File: config.mk
export PLATFORM = sky130hd
export DESIGN_NAME = spi_register_access_master
export DESIGN_NICKNAME = d
export VERILOG_FILES = /design/src/hw/rtl/sprm_pkg.sv /design/src/hw/rtl/sprm_core.sv /design/src/hw/rtl/sprm_out_buf.sv /design/src/hw/rtl/spi_register_access_master.sv
export SDC_FILE = /design/constraint.sdc
export NUM_CORES = 1
export LEC_CHECK = 0
export ABC_CLOCK_PERIOD_IN_PS = 3000
export BUFFER_PORTS_ARGS = -buffer_cell sky130_fd_sc_hd__buf_2
export CORE_MARGIN = 3
export CORE_UTILIZATION = 35
export CTS_CLUSTER_SIZE = 25
export DETAILED_ROUTE_END_ITERATION = 10
export MAX_ROUTING_LAYER = met4
export PLACE_DENSITY = 0.51
export SETUP_SLACK_MARGIN = 0.1
export SLEW_MARGIN = 20
export SYNTH_ARGS = -nofsm -noshare
export SYNTH_HDL_FRONTEND = slang
export SYNTH_SLANG_ARGS = --single-unit
File: constraint.sdc
create_clock -name clk -period 3 [get_ports clk]
set_input_delay 0.75 -clock clk [delete_from_list [all_inputs] [get_ports clk]]
set_output_delay 0.75 -clock clk [all_outputs]
set_load 0.02 [all_outputs]
File: src/hw/rtl/sprm_pkg.sv
// ---------------------------------------------------------------------------
// SPI register access master package
// Request codes and the result record shared by the core and output buffer.
// ---------------------------------------------------------------------------
`default_nettype none

package sprm_pkg;

	localparam logic [1:0] REQ_TICK  = 2'd0;
	localparam logic [1:0] REQ_WRITE = 2'd1;
	localparam logic [1:0] REQ_READ  = 2'd2;

	localparam int unsigned HEADER_BITS = 8;
	localparam int unsigned PORT_DATA_W = 24;
	localparam int unsigned HALF_W      = 16;

	localparam logic [HALF_W-1:0] HALF_RESET = 16'd50;

	typedef struct packed {
		logic                   chip_select_n;
		logic                   serial_clock;
		logic                   serial_out;
		logic                   busy_res;
		logic                   done_res;
		logic [PORT_DATA_W-1:0] read_value;
		logic                   rejected;
	} sprm_result_t;

endpackage

`default_nettype wire

File: src/hw/rtl/sprm_core.sv
// ---------------------------------------------------------------------------
// SPI register access master core
// Input register, frame sequencer state and the per-tick next-state logic.
// ---------------------------------------------------------------------------
`default_nettype none

module sprm_core #(
	parameter int unsigned DATA_BITS = 24
) (
	input  wire logic                                clk,
	input  wire logic                                arst_n,
	input  wire logic                                in_valid,
	output logic                                     in_stall,
	input  wire logic [1:0]                          req_type,
	input  wire logic [6:0]                          reg_addr,
	input  wire logic [sprm_pkg::PORT_DATA_W-1:0]    write_data,
	input  wire logic                                miso_level,
	input  wire logic                                cfg_we,
	input  wire logic [sprm_pkg::HALF_W-1:0]         cfg_wdata,
	input  wire logic                                res_ready,
	output logic                                     res_push,
	output sprm_pkg::sprm_result_t                   res_data
);

	localparam int unsigned FRAME_BITS = sprm_pkg::HEADER_BITS + DATA_BITS;
	localparam int unsigned BC_W       = $clog2(FRAME_BITS + 1);
	localparam int unsigned WD_W       = (DATA_BITS < sprm_pkg::PORT_DATA_W) ?
		DATA_BITS : sprm_pkg::PORT_DATA_W;

	typedef enum logic [2:0] {
		PH_IDLE,
		PH_BEGIN,
		PH_SELECT,
		PH_BIT_LOW,
		PH_BIT_HIGH,
		PH_DESELECT,
		PH_RELEASE
	} phase_t;

	logic                                 s1_valid_q;
	logic [1:0]                           req_s1;
	logic [6:0]                           addr_s1;
	logic [sprm_pkg::PORT_DATA_W-1:0]     data_s1;
	logic                                 miso_s1;

	logic [sprm_pkg::HALF_W-1:0]          half_q;
	phase_t                               phase_q, phase_d;
	logic [BC_W-1:0]                      bit_count_q, bit_count_d;
	logic [FRAME_BITS-1:0]                out_shift_q, out_shift_d;
	logic [DATA_BITS-1:0]                 in_shift_q, in_shift_d;
	logic [sprm_pkg::HALF_W-1:0]          tick_q, tick_d;
	logic                                 read_mode_q, read_mode_d;
	logic                                 cs_q, cs_d, sclk_q, sclk_d, mosi_q, mosi_d;

	logic                                 step;
	logic                                 accept;
	logic                                 is_req;
	logic [sprm_pkg::HALF_W-1:0]          half_eff;
	logic                                 rej;
	logic                                 done;
	logic [BC_W-1:0]                      bc_inc;
	logic [DATA_BITS-1:0]                 data_ext;

	assign step     = s1_valid_q & res_ready;
	assign in_stall = s1_valid_q & ~res_ready;
	assign accept   = in_valid & ~in_stall;
	assign res_push = step;
	assign is_req   = (req_s1 == sprm_pkg::REQ_WRITE) || (req_s1 == sprm_pkg::REQ_READ);
	assign half_eff = (half_q == '0) ? sprm_pkg::HALF_W'(1) : half_q;
	assign bc_inc   = bit_count_q + BC_W'(1);
	assign data_ext = DATA_BITS'(data_s1[WD_W-1:0]);

	always_ff @(posedge clk or negedge arst_n) begin
		if (!arst_n) begin
			s1_valid_q <= 1'b0;
		end else begin
			s1_valid_q <= accept | (s1_valid_q & ~step);
		end
	end

	always_ff @(posedge clk) begin
		if (accept) begin
			req_s1  <= req_type;
			addr_s1 <= reg_addr;
			data_s1 <= write_data;
			miso_s1 <= miso_level;
		end
	end

	always_comb begin
		phase_d     = phase_q;
		bit_count_d = bit_count_q;
		out_shift_d = out_shift_q;
		in_shift_d  = in_shift_q;
		tick_d      = tick_q;
		read_mode_d = read_mode_q;
		cs_d        = cs_q;
		sclk_d      = sclk_q;
		mosi_d      = mosi_q;
		rej         = 1'b0;
		done        = 1'b0;
		if (phase_q == PH_IDLE) begin
			if (is_req) begin
				read_mode_d = (req_s1 == sprm_pkg::REQ_READ);
				if (req_s1 == sprm_pkg::REQ_READ) begin
					out_shift_d = {1'b1, addr_s1, {DATA_BITS{1'b0}}};
					in_shift_d  = '0;
				end else begin
					out_shift_d = {1'b0, addr_s1, data_ext};
				end
				bit_count_d = '0;
				tick_d      = sprm_pkg::HALF_W'(1);
				phase_d     = PH_BEGIN;
				cs_d        = 1'b1;
				sclk_d      = 1'b0;
				mosi_d      = 1'b1;
			end
		end else begin
			rej = is_req;
			if (tick_q < half_eff) begin
				tick_d = tick_q + sprm_pkg::HALF_W'(1);
			end else begin
				tick_d = sprm_pkg::HALF_W'(1);
				case (phase_q)
					PH_BEGIN: begin
						phase_d = PH_SELECT;
						cs_d    = 1'b0;
					end
					PH_SELECT: begin
						phase_d = PH_BIT_LOW;
						sclk_d  = 1'b0;
						if (!(read_mode_q && bit_count_q >= BC_W'(sprm_pkg::HEADER_BITS))) begin
							mosi_d      = out_shift_q[FRAME_BITS-1];
							out_shift_d = {out_shift_q[FRAME_BITS-2:0], 1'b0};
						end
					end
					PH_BIT_LOW: begin
						if (read_mode_q && bit_count_q >= BC_W'(sprm_pkg::HEADER_BITS)) begin
							in_shift_d = {in_shift_q[DATA_BITS-2:0], miso_s1};
						end
						phase_d = PH_BIT_HIGH;
						sclk_d  = 1'b1;
					end
					PH_BIT_HIGH: begin
						bit_count_d = bc_inc;
						if (bc_inc >= BC_W'(FRAME_BITS)) begin
							phase_d = PH_DESELECT;
							sclk_d  = 1'b0;
							cs_d    = 1'b1;
						end else begin
							phase_d = PH_BIT_LOW;
							sclk_d  = 1'b0;
							if (!(read_mode_q && bc_inc >= BC_W'(sprm_pkg::HEADER_BITS))) begin
								mosi_d      = out_shift_q[FRAME_BITS-1];
								out_shift_d = {out_shift_q[FRAME_BITS-2:0], 1'b0};
							end
						end
					end
					PH_DESELECT: begin
						phase_d = PH_RELEASE;
						sclk_d  = 1'b1;
						mosi_d  = 1'b1;
					end
					PH_RELEASE: begin
						phase_d     = PH_IDLE;
						tick_d      = '0;
						bit_count_d = '0;
						done        = 1'b1;
					end
					default: begin
						phase_d     = PH_IDLE;
						tick_d      = '0;
						bit_count_d = '0;
						cs_d        = 1'b1;
						sclk_d      = 1'b1;
						mosi_d      = 1'b1;
					end
				endcase
			end
		end
	end

	always_comb begin
		res_data.chip_select_n = cs_d;
		res_data.serial_clock  = sclk_d;
		res_data.serial_out    = mosi_d;
		res_data.busy_res      = (phase_d != PH_IDLE);
		res_data.done_res      = done;
		res_data.read_value    = sprm_pkg::PORT_DATA_W'(in_shift_d[WD_W-1:0]);
		res_data.rejected      = rej;
	end

	always_ff @(posedge clk or negedge arst_n) begin
		if (!arst_n) begin
			half_q      <= sprm_pkg::HALF_RESET;
			phase_q     <= PH_IDLE;
			bit_count_q <= '0;
			out_shift_q <= '0;
			in_shift_q  <= '0;
			tick_q      <= '0;
			read_mode_q <= 1'b0;
			cs_q        <= 1'b1;
			sclk_q      <= 1'b1;
			mosi_q      <= 1'b1;
		end else begin
			if (cfg_we) begin
				half_q <= cfg_wdata;
			end
			if (step) begin
				phase_q     <= phase_d;
				bit_count_q <= bit_count_d;
				out_shift_q <= out_shift_d;
				in_shift_q  <= in_shift_d;
				tick_q      <= tick_d;
				read_mode_q <= read_mode_d;
				cs_q        <= cs_d;
				sclk_q      <= sclk_d;
				mosi_q      <= mosi_d;
			end
		end
	end

endmodule

`default_nettype wire

File: src/hw/rtl/sprm_out_buf.sv
// ---------------------------------------------------------------------------
// SPI register access master output buffer
// Result register with a skid entry; the core waits only once the skid entry is full.
// ---------------------------------------------------------------------------
`default_nettype none

module sprm_out_buf (
	input  wire logic                   clk,
	input  wire logic                   arst_n,
	input  wire logic                   push,
	input  wire sprm_pkg::sprm_result_t push_data,
	output logic                        ready,
	output logic                        out_valid,
	input  wire logic                   out_stall,
	output sprm_pkg::sprm_result_t      out_data
);

	logic                   out_valid_q;
	logic                   skid_valid_q;
	sprm_pkg::sprm_result_t out_q;
	sprm_pkg::sprm_result_t skid_q;
	logic                   out_free;

	assign ready     = ~skid_valid_q;
	assign out_valid = out_valid_q;
	assign out_data  = out_q;
	assign out_free  = ~out_valid_q | ~out_stall;

	always_ff @(posedge clk or negedge arst_n) begin
		if (!arst_n) begin
			out_valid_q  <= 1'b0;
			skid_valid_q <= 1'b0;
		end else if (out_free) begin
			if (skid_valid_q) begin
				out_valid_q  <= 1'b1;
				skid_valid_q <= push;
			end else begin
				out_valid_q <= push;
			end
		end else if (push) begin
			skid_valid_q <= 1'b1;
		end
	end

	always_ff @(posedge clk) begin
		if (out_free) begin
			if (skid_valid_q) begin
				out_q <= skid_q;
				if (push) begin
					skid_q <= push_data;
				end
			end else if (push) begin
				out_q <= push_data;
			end
		end else if (push) begin
			skid_q <= push_data;
		end
	end

endmodule

`default_nettype wire

File: src/hw/rtl/spi_register_access_master.sv
// ---------------------------------------------------------------------------
// SPI register access master
// Register-access SPI master advanced by one tick for every input transfer.
// ---------------------------------------------------------------------------
//  Channel  Handshake              Payload
//  input    in_valid / in_stall    req_type, reg_addr, write_data, miso_level
//  result   out_valid / out_stall  chip_select_n, serial_clock, serial_out,
//                                  busy_res, done_res, read_value, rejected
//  config   cfg_we                 cfg_wdata (half period in ticks)
//
// Each input transfer is one tick; it and its one result transfer are registered.
// One transfer is taken every cycle unless stalled; the tick update is a single
// pass in the core. Reset selects idle with all pins high and a half period of
// fifty ticks. A result stall fills the skid entry, after which input is stalled.
`default_nettype none

module spi_register_access_master #(
	parameter int unsigned DATA_BITS = 24
) (
	input  wire logic                             clk,
	input  wire logic                             arst_n,
	input  wire logic                             in_valid,
	output logic                                  in_stall,
	input  wire logic [1:0]                       req_type,
	input  wire logic [6:0]                       reg_addr,
	input  wire logic [sprm_pkg::PORT_DATA_W-1:0] write_data,
	input  wire logic                             miso_level,
	output logic                                  out_valid,
	input  wire logic                             out_stall,
	output logic                                  chip_select_n,
	output logic                                  serial_clock,
	output logic                                  serial_out,
	output logic                                  busy_res,
	output logic                                  done_res,
	output logic [sprm_pkg::PORT_DATA_W-1:0]      read_value,
	output logic                                  rejected,
	input  wire logic                             cfg_we,
	input  wire logic [sprm_pkg::HALF_W-1:0]      cfg_wdata
);

	logic                   res_ready;
	logic                   res_push;
	sprm_pkg::sprm_result_t res_data;
	sprm_pkg::sprm_result_t out_data;

	sprm_core #(
		.DATA_BITS(DATA_BITS)
	) u_core (
		.clk        (clk),
		.arst_n     (arst_n),
		.in_valid   (in_valid),
		.in_stall   (in_stall),
		.req_type   (req_type),
		.reg_addr   (reg_addr),
		.write_data (write_data),
		.miso_level (miso_level),
		.cfg_we     (cfg_we),
		.cfg_wdata  (cfg_wdata),
		.res_ready  (res_ready),
		.res_push   (res_push),
		.res_data   (res_data)
	);

	sprm_out_buf u_out_buf (
		.clk       (clk),
		.arst_n    (arst_n),
		.push      (res_push),
		.push_data (res_data),
		.ready     (res_ready),
		.out_valid (out_valid),
		.out_stall (out_stall),
		.out_data  (out_data)
	);

	assign chip_select_n = out_data.chip_select_n;
	assign serial_clock  = out_data.serial_clock;
	assign serial_out    = out_data.serial_out;
	assign busy_res      = out_data.busy_res;
	assign done_res      = out_data.done_res;
	assign read_value    = out_data.read_value;
	assign rejected      = out_data.rejected;

endmodule

`default_nettype wire

After elaboration in Yosys (flattened, before gate mapping)
Index checks and enable logic that the tools add are counted.
Widths: inputs -> output; s select.
Cells by class
  add/subtract/negate cells: 2
  $lt $le $gt $ge: 4
  eq/ne operators: 15
  multiplexer cells: 57
  bitwise gates (word level): 11
  reductions and logical operators: 20
Operators with widths (count)
  $mux 32: 7
  $mux 30: 5
  $mux 24: 6
  $mux 16: 4
  $pmux 32 s2: 1
  $mux 1: 22
  $mux 6: 3
  $add 16x1->16 const B: 1
  $logic_not 16->1: 1
  $lt 16x16->1: 1
  $pmux 3 s5: 1
  $ge 6x4->1 const B: 2
  $mux 3: 4
  $pmux 6 s2: 1
  $eq 3x3->1 const B: 3
  $ne 3x2->1 const B: 3
  $ne 2x1->1 const B: 4
  $reduce_or 4->1: 2
  $reduce_and 7->1: 1
  $add 6x1->6 const B: 1
  $eq 3x2->1 const B: 2
  $ge 6x6->1 const B: 1
  $pmux 1 s3: 2
  $reduce_bool 3->1: 2
  17 further kinds: 29
Storage, ports and cells
  register bits: 198
  bits of input ports: 55
  output and inout bits: 32
  word-level logic and storage cells: 140

Longest topological paths before layout
  depth after elaboration: 11
  mapped depth: 11
  depth with buffers taken out: 9

Cells and area by module
A second synthesis with hierarchy kept.
Unflattened totals
  cells, all modules: 795
  area, all modules: 9419.0 µm²
By module, submodules not included
  sprm_core: instances 1, cells an instance 692, area each 7014.2 µm², sequential area each 3580.9 µm²
  sprm_out_buf: instances 1, cells an instance 103, area each 2404.8 µm², sequential area each 1851.8 µm²

Worst setup path before layout
No wires, ideal clock.
  kind: flip-flop to flip-flop
  start point: register u_out_buf.skid_valid_q
  end point: register u_out_buf.out_q, in the netlist u_out_buf.out_data[0], enable pin
  setup time: 0.427 ns
  arrival time: 2.631 ns
  required time: 2.573 ns
  path slack: -0.058 ns
  cell stages (with the launch flop): 5
  path buffers: 2
  clock period less this slack: 3.058 ns
  cells stage by stage: dfrtp_1 -> clkbuf_1 -> buf_1 -> nor2_1 -> a21oi_1
Between the ends
  longest elaborated chain between the ends: 4
RTL lines
  start, declared: line sprm_out_buf.sv:19  | logic skid_valid_q;
  start signal, assigned: line sprm_out_buf.sv:36  | skid_valid_q <= push;
  $not 1->1: line sprm_out_buf.sv:24  | assign ready = ~skid_valid_q;
  $and 1x1->1: line sprm_core.sv:64  | assign step = s1_valid_q & res_ready;
  $reduce_bool 2->1 (no source line) (*)
  $reduce_and 2->1 (no source line) (*)
  end signal, assigned: line sprm_out_buf.sv:48  | out_q <= skid_q;
  end signal, assigned: line sprm_out_buf.sv:53  | out_q <= push_data;
  end, declared: line sprm_out_buf.sv:20  | sprm_pkg::sprm_result_t out_q;
Every way passes the cells marked *; elsewhere a longest branch is shown, timed or not.
A chain may end at the register's enable or synchronous reset.

==> results.md <==
- Setup TNS Final: 0 ps
- WL final: 18100 um
- Worst Path Buf+Inv: 2
- Global-route wire length before repair: 30300 um
- DRT Pass-1 Iters: 7
- Seq/Total Area, Yosys: 62.3%
- Die Area: 0.0269 mm^2
- Crit. End Element: flop
- Synth Instances: 736
- Peak VDD IR: 320 uV
- Max-cap viol count: 0
- Initial antenna violation count: 0
- Syn. warnings: 0
- Post-synth EDFFs: 94
- Asr flop ratio synth: 52.5%
- Delay-heaviest family, CP: compound AO/OA/AOI/OAI gates
- WS Path Type: flop to flop
- Slowest-stage cell, CP: dfrtp_1
- Number of global-route vias before repair: 5913
- Normalized max-slew margin: 50.0%
- Startpoint types: flop
- Final #Nets: 897
- Crit Path Max Fanout: 26
- I/O Buffers: 86
- Worst min path class: primary input to asynchronous set/reset pin
- CTS max path bufs: 2
- Status: completed
- Layout fillers: 2324
- Min Tclk post-route: 2820 ps
- Width of the chip: 164 um
- WL per Instance: 15.6 um
- Finished Cell Area: 0.0103 mm^2
- Critical Path AT: 3010 ps
- CTS tree: done
- Synth Flop Type: dfrtp_1
- Fmax: 354 MHz
- Largest net degree at the start of global routing: 65
- CTS root buffer: clkbuf_16
- Crit path largest cell delay: 370 ps
- Dpl hpwl: 12100 um
- H-tree depth: 4
- Final ANT Viol Nets: 0
- Clk slew on worst S/H paths: 80 ps
- Net Count, Synth: 810
- FF+latch count, synth: 198
- Aggregate global-route resource usage: 14.4%
- Period utilization: 94.0%
- Clk_lat worst skew: 440 ps
- CP required: 3190 ps
- DIE HEIGHT: 164 um
- Reg area: 0.00543 mm^2
- Worst-margin pin slew: 745 ps
- Cell breakdown of the critical path: inv_2 -> ha_1 -> and3_1 -> a221o_1 -> a221oi_2 -> o31ai_2 -> and2_4 -> buf_12 -> a22o_1 -> mux2_2
- DP Area: 0.00960 mm^2
- Endpoints failing setup: 0
- Count of final max-slew check failures: 0
- Starting density of the core: 35.8%
- Clock Sinks: 198
- 1st-iter DRT viols: 424
- ANT cells: 0
- Total vias in the final route: 5922
- Vias per cell: 5.11
- CTS Hold Buffers Added: 0
- Fraction of layout cells with a size suffix above 1: 23.0%
- CTS buffer count: 17
- Core region area: 0.0244 mm^2
- Synth Area per Inst: 11.9 um^2
- Io pins: 87
- Grt total ovfl: 0
- R2R setup slack: 180 ps
- RSZ-0062 raised after global routing: false
- Synth-to-layout area growth: 17.6%
- DRC Markers: 0
- Distinct cells, synth: 54
- Row count: 57
- Final Skew: 16.3 ps
- Pleak: 4.23 nW
- Placer Congestion: 0.817
- Power Density: 679 mW/mm^2
- Multi-input logic area: 0.00303 mm^2
- Final Hold Vio Count: 0
- Mapped Area: 0.00872 mm^2
[per-layer routing]
| metal | vias to the layer above | part of all wire (%) | track usage, % |
|---|---|---|---|
| met5 | - | 0 | - |
| met4 | 0 | 1.3 | 4.19 |
| met1 | 2914 | 46 | 18.2 |
| met3 | 17 | 3.4 | 2.62 |
| li1 | 2881 | - | - |
| met2 | 110 | 49 | 23.8 |
[path summary, 6_finish.rpt]
path                                        start                     end  cells after the start
max                             u_core.half_q[11]  u_out_buf.out_data[14]                     10
min                                        arst_n    u_core.in_shift_q[9]                      1
max reg2reg                     u_core.half_q[11]  u_out_buf.out_data[14]                     10
min reg2reg                u_core.out_shift_q[25]  u_core.out_shift_q[25]                      2
max in group asynchronous                  arst_n   u_core.in_shift_q[21]                      2
min in group clk           u_core.out_shift_q[25]  u_core.out_shift_q[25]                      2
[power breakdown]
part	switching, mW	leakage (nW)	internal, mW	total (mW)
clock	1.13	0.280	1.12	2.25
sequential	0.227	2.25	3.23	3.46
combinational	0.765	1.70	0.497	1.26
[final cells by class]
type / count / share of cell area, %
Inverter: 30 / 1.10
Timing Repair Buffer: 113 / 6.76
Multi-Input combinational cell: 463 / 29.5
Tap cell: 324 / 3.95
Clock inverter: 14 / 1.56
Clock buffer: 18 / 4.18
Sequential cell: 198 / 52.9
[per-stage QoR]
step	total power [mW]	utilization, %	setup slack, ps	std cells	hold WS (ps)
after global routing	7.38	42.1	95.2	1160	337
after CTS	7.05	41.9	109	1159	318
final	6.97	42.1	179	1160	307
after global placement	4.72	39.3	185	1124	464
after detailed placement	4.77	39.3	101	1124	470
after floorplan	4.34	-	177	736	449
[layout by cell type (no fill, tap or decap), types with 24 or more instances in the layout]
cell type,instances
inv_1,29
a22o_1,48
nand2_1,86
edfxtp_1,94
o21ai_0,77
nor3b_1,27
nor2_1,24
mux2_2,27
buf_2,85
a21oi_1,35
dfrtp_1,98
[cell families after synthesis]
| kind of cell | count (synthesis) | synth area share, % |
|---|---|---|
| compound gates | 209 | 15.8 |
| flops | 198 | 62.3 |
| simple gates | 197 | 11.0 |
| buf+inv | 75 | 3.50 |
| mux | 35 | 4.40 |
| fa+ha+maj | 19 | 2.73 |
| xor+xnor | 3 | 0.301 |
[synth_stat cells (all sizes together), types with 3 or more instances]
| master | instances | area (um^2) |
|---|---|---|
| clkbuf | 34 | 128 |
| a22o | 48 | 420 |
| o21ai | 79 | 399 |
| a21oi | 36 | 180 |
| and2 | 7 | 43.8 |
| nand2b | 3 | 18.8 |
| buf | 11 | 65.1 |
| nor4 | 5 | 31.3 |
| a32o | 3 | 30.0 |
| ha | 19 | 238 |
| mux2i | 8 | 80.1 |
| nor2 | 26 | 97.6 |
| dfrtp | 98 | 2450 |
| nor3b | 27 | 203 |
| edfxtp | 94 | 2820 |
| dfstp | 6 | 158 |
| o21a | 3 | 22.5 |
| nor2b | 3 | 18.8 |
| inv | 30 | 113 |
| o31ai | 14 | 110 |
| and3 | 7 | 43.8 |
| nand3 | 16 | 80.1 |
| mux2 | 27 | 304 |
| a21o | 3 | 22.5 |
| nor3 | 8 | 40.0 |
| nand2 | 86 | 323 |
| a31oi | 4 | 25.0 |
| nand4 | 3 | 18.8 |
[what timing repair did]
action	CTS	global route
pin swaps	0	4
resized for setup	2	7
buffers inserted	3	1
setup endpoints to repair	47	68
[state kept, by name (all words and copies together) (netlist names), 2 cells and up]
name,cells
u_core.addr_s1,7
u_core.bit_count_q,6
u_core.data_ext,24
u_core.half_q,16
u_core.in_shift_q,24
u_core.out_shift_q,32
u_core.phase_q,3
u_core.req_s1,2
u_core.tick_q,16
u_out_buf.out_data,30
u_out_buf.skid_q,30
Note: power is estimated with default switching activity, not from simulation.
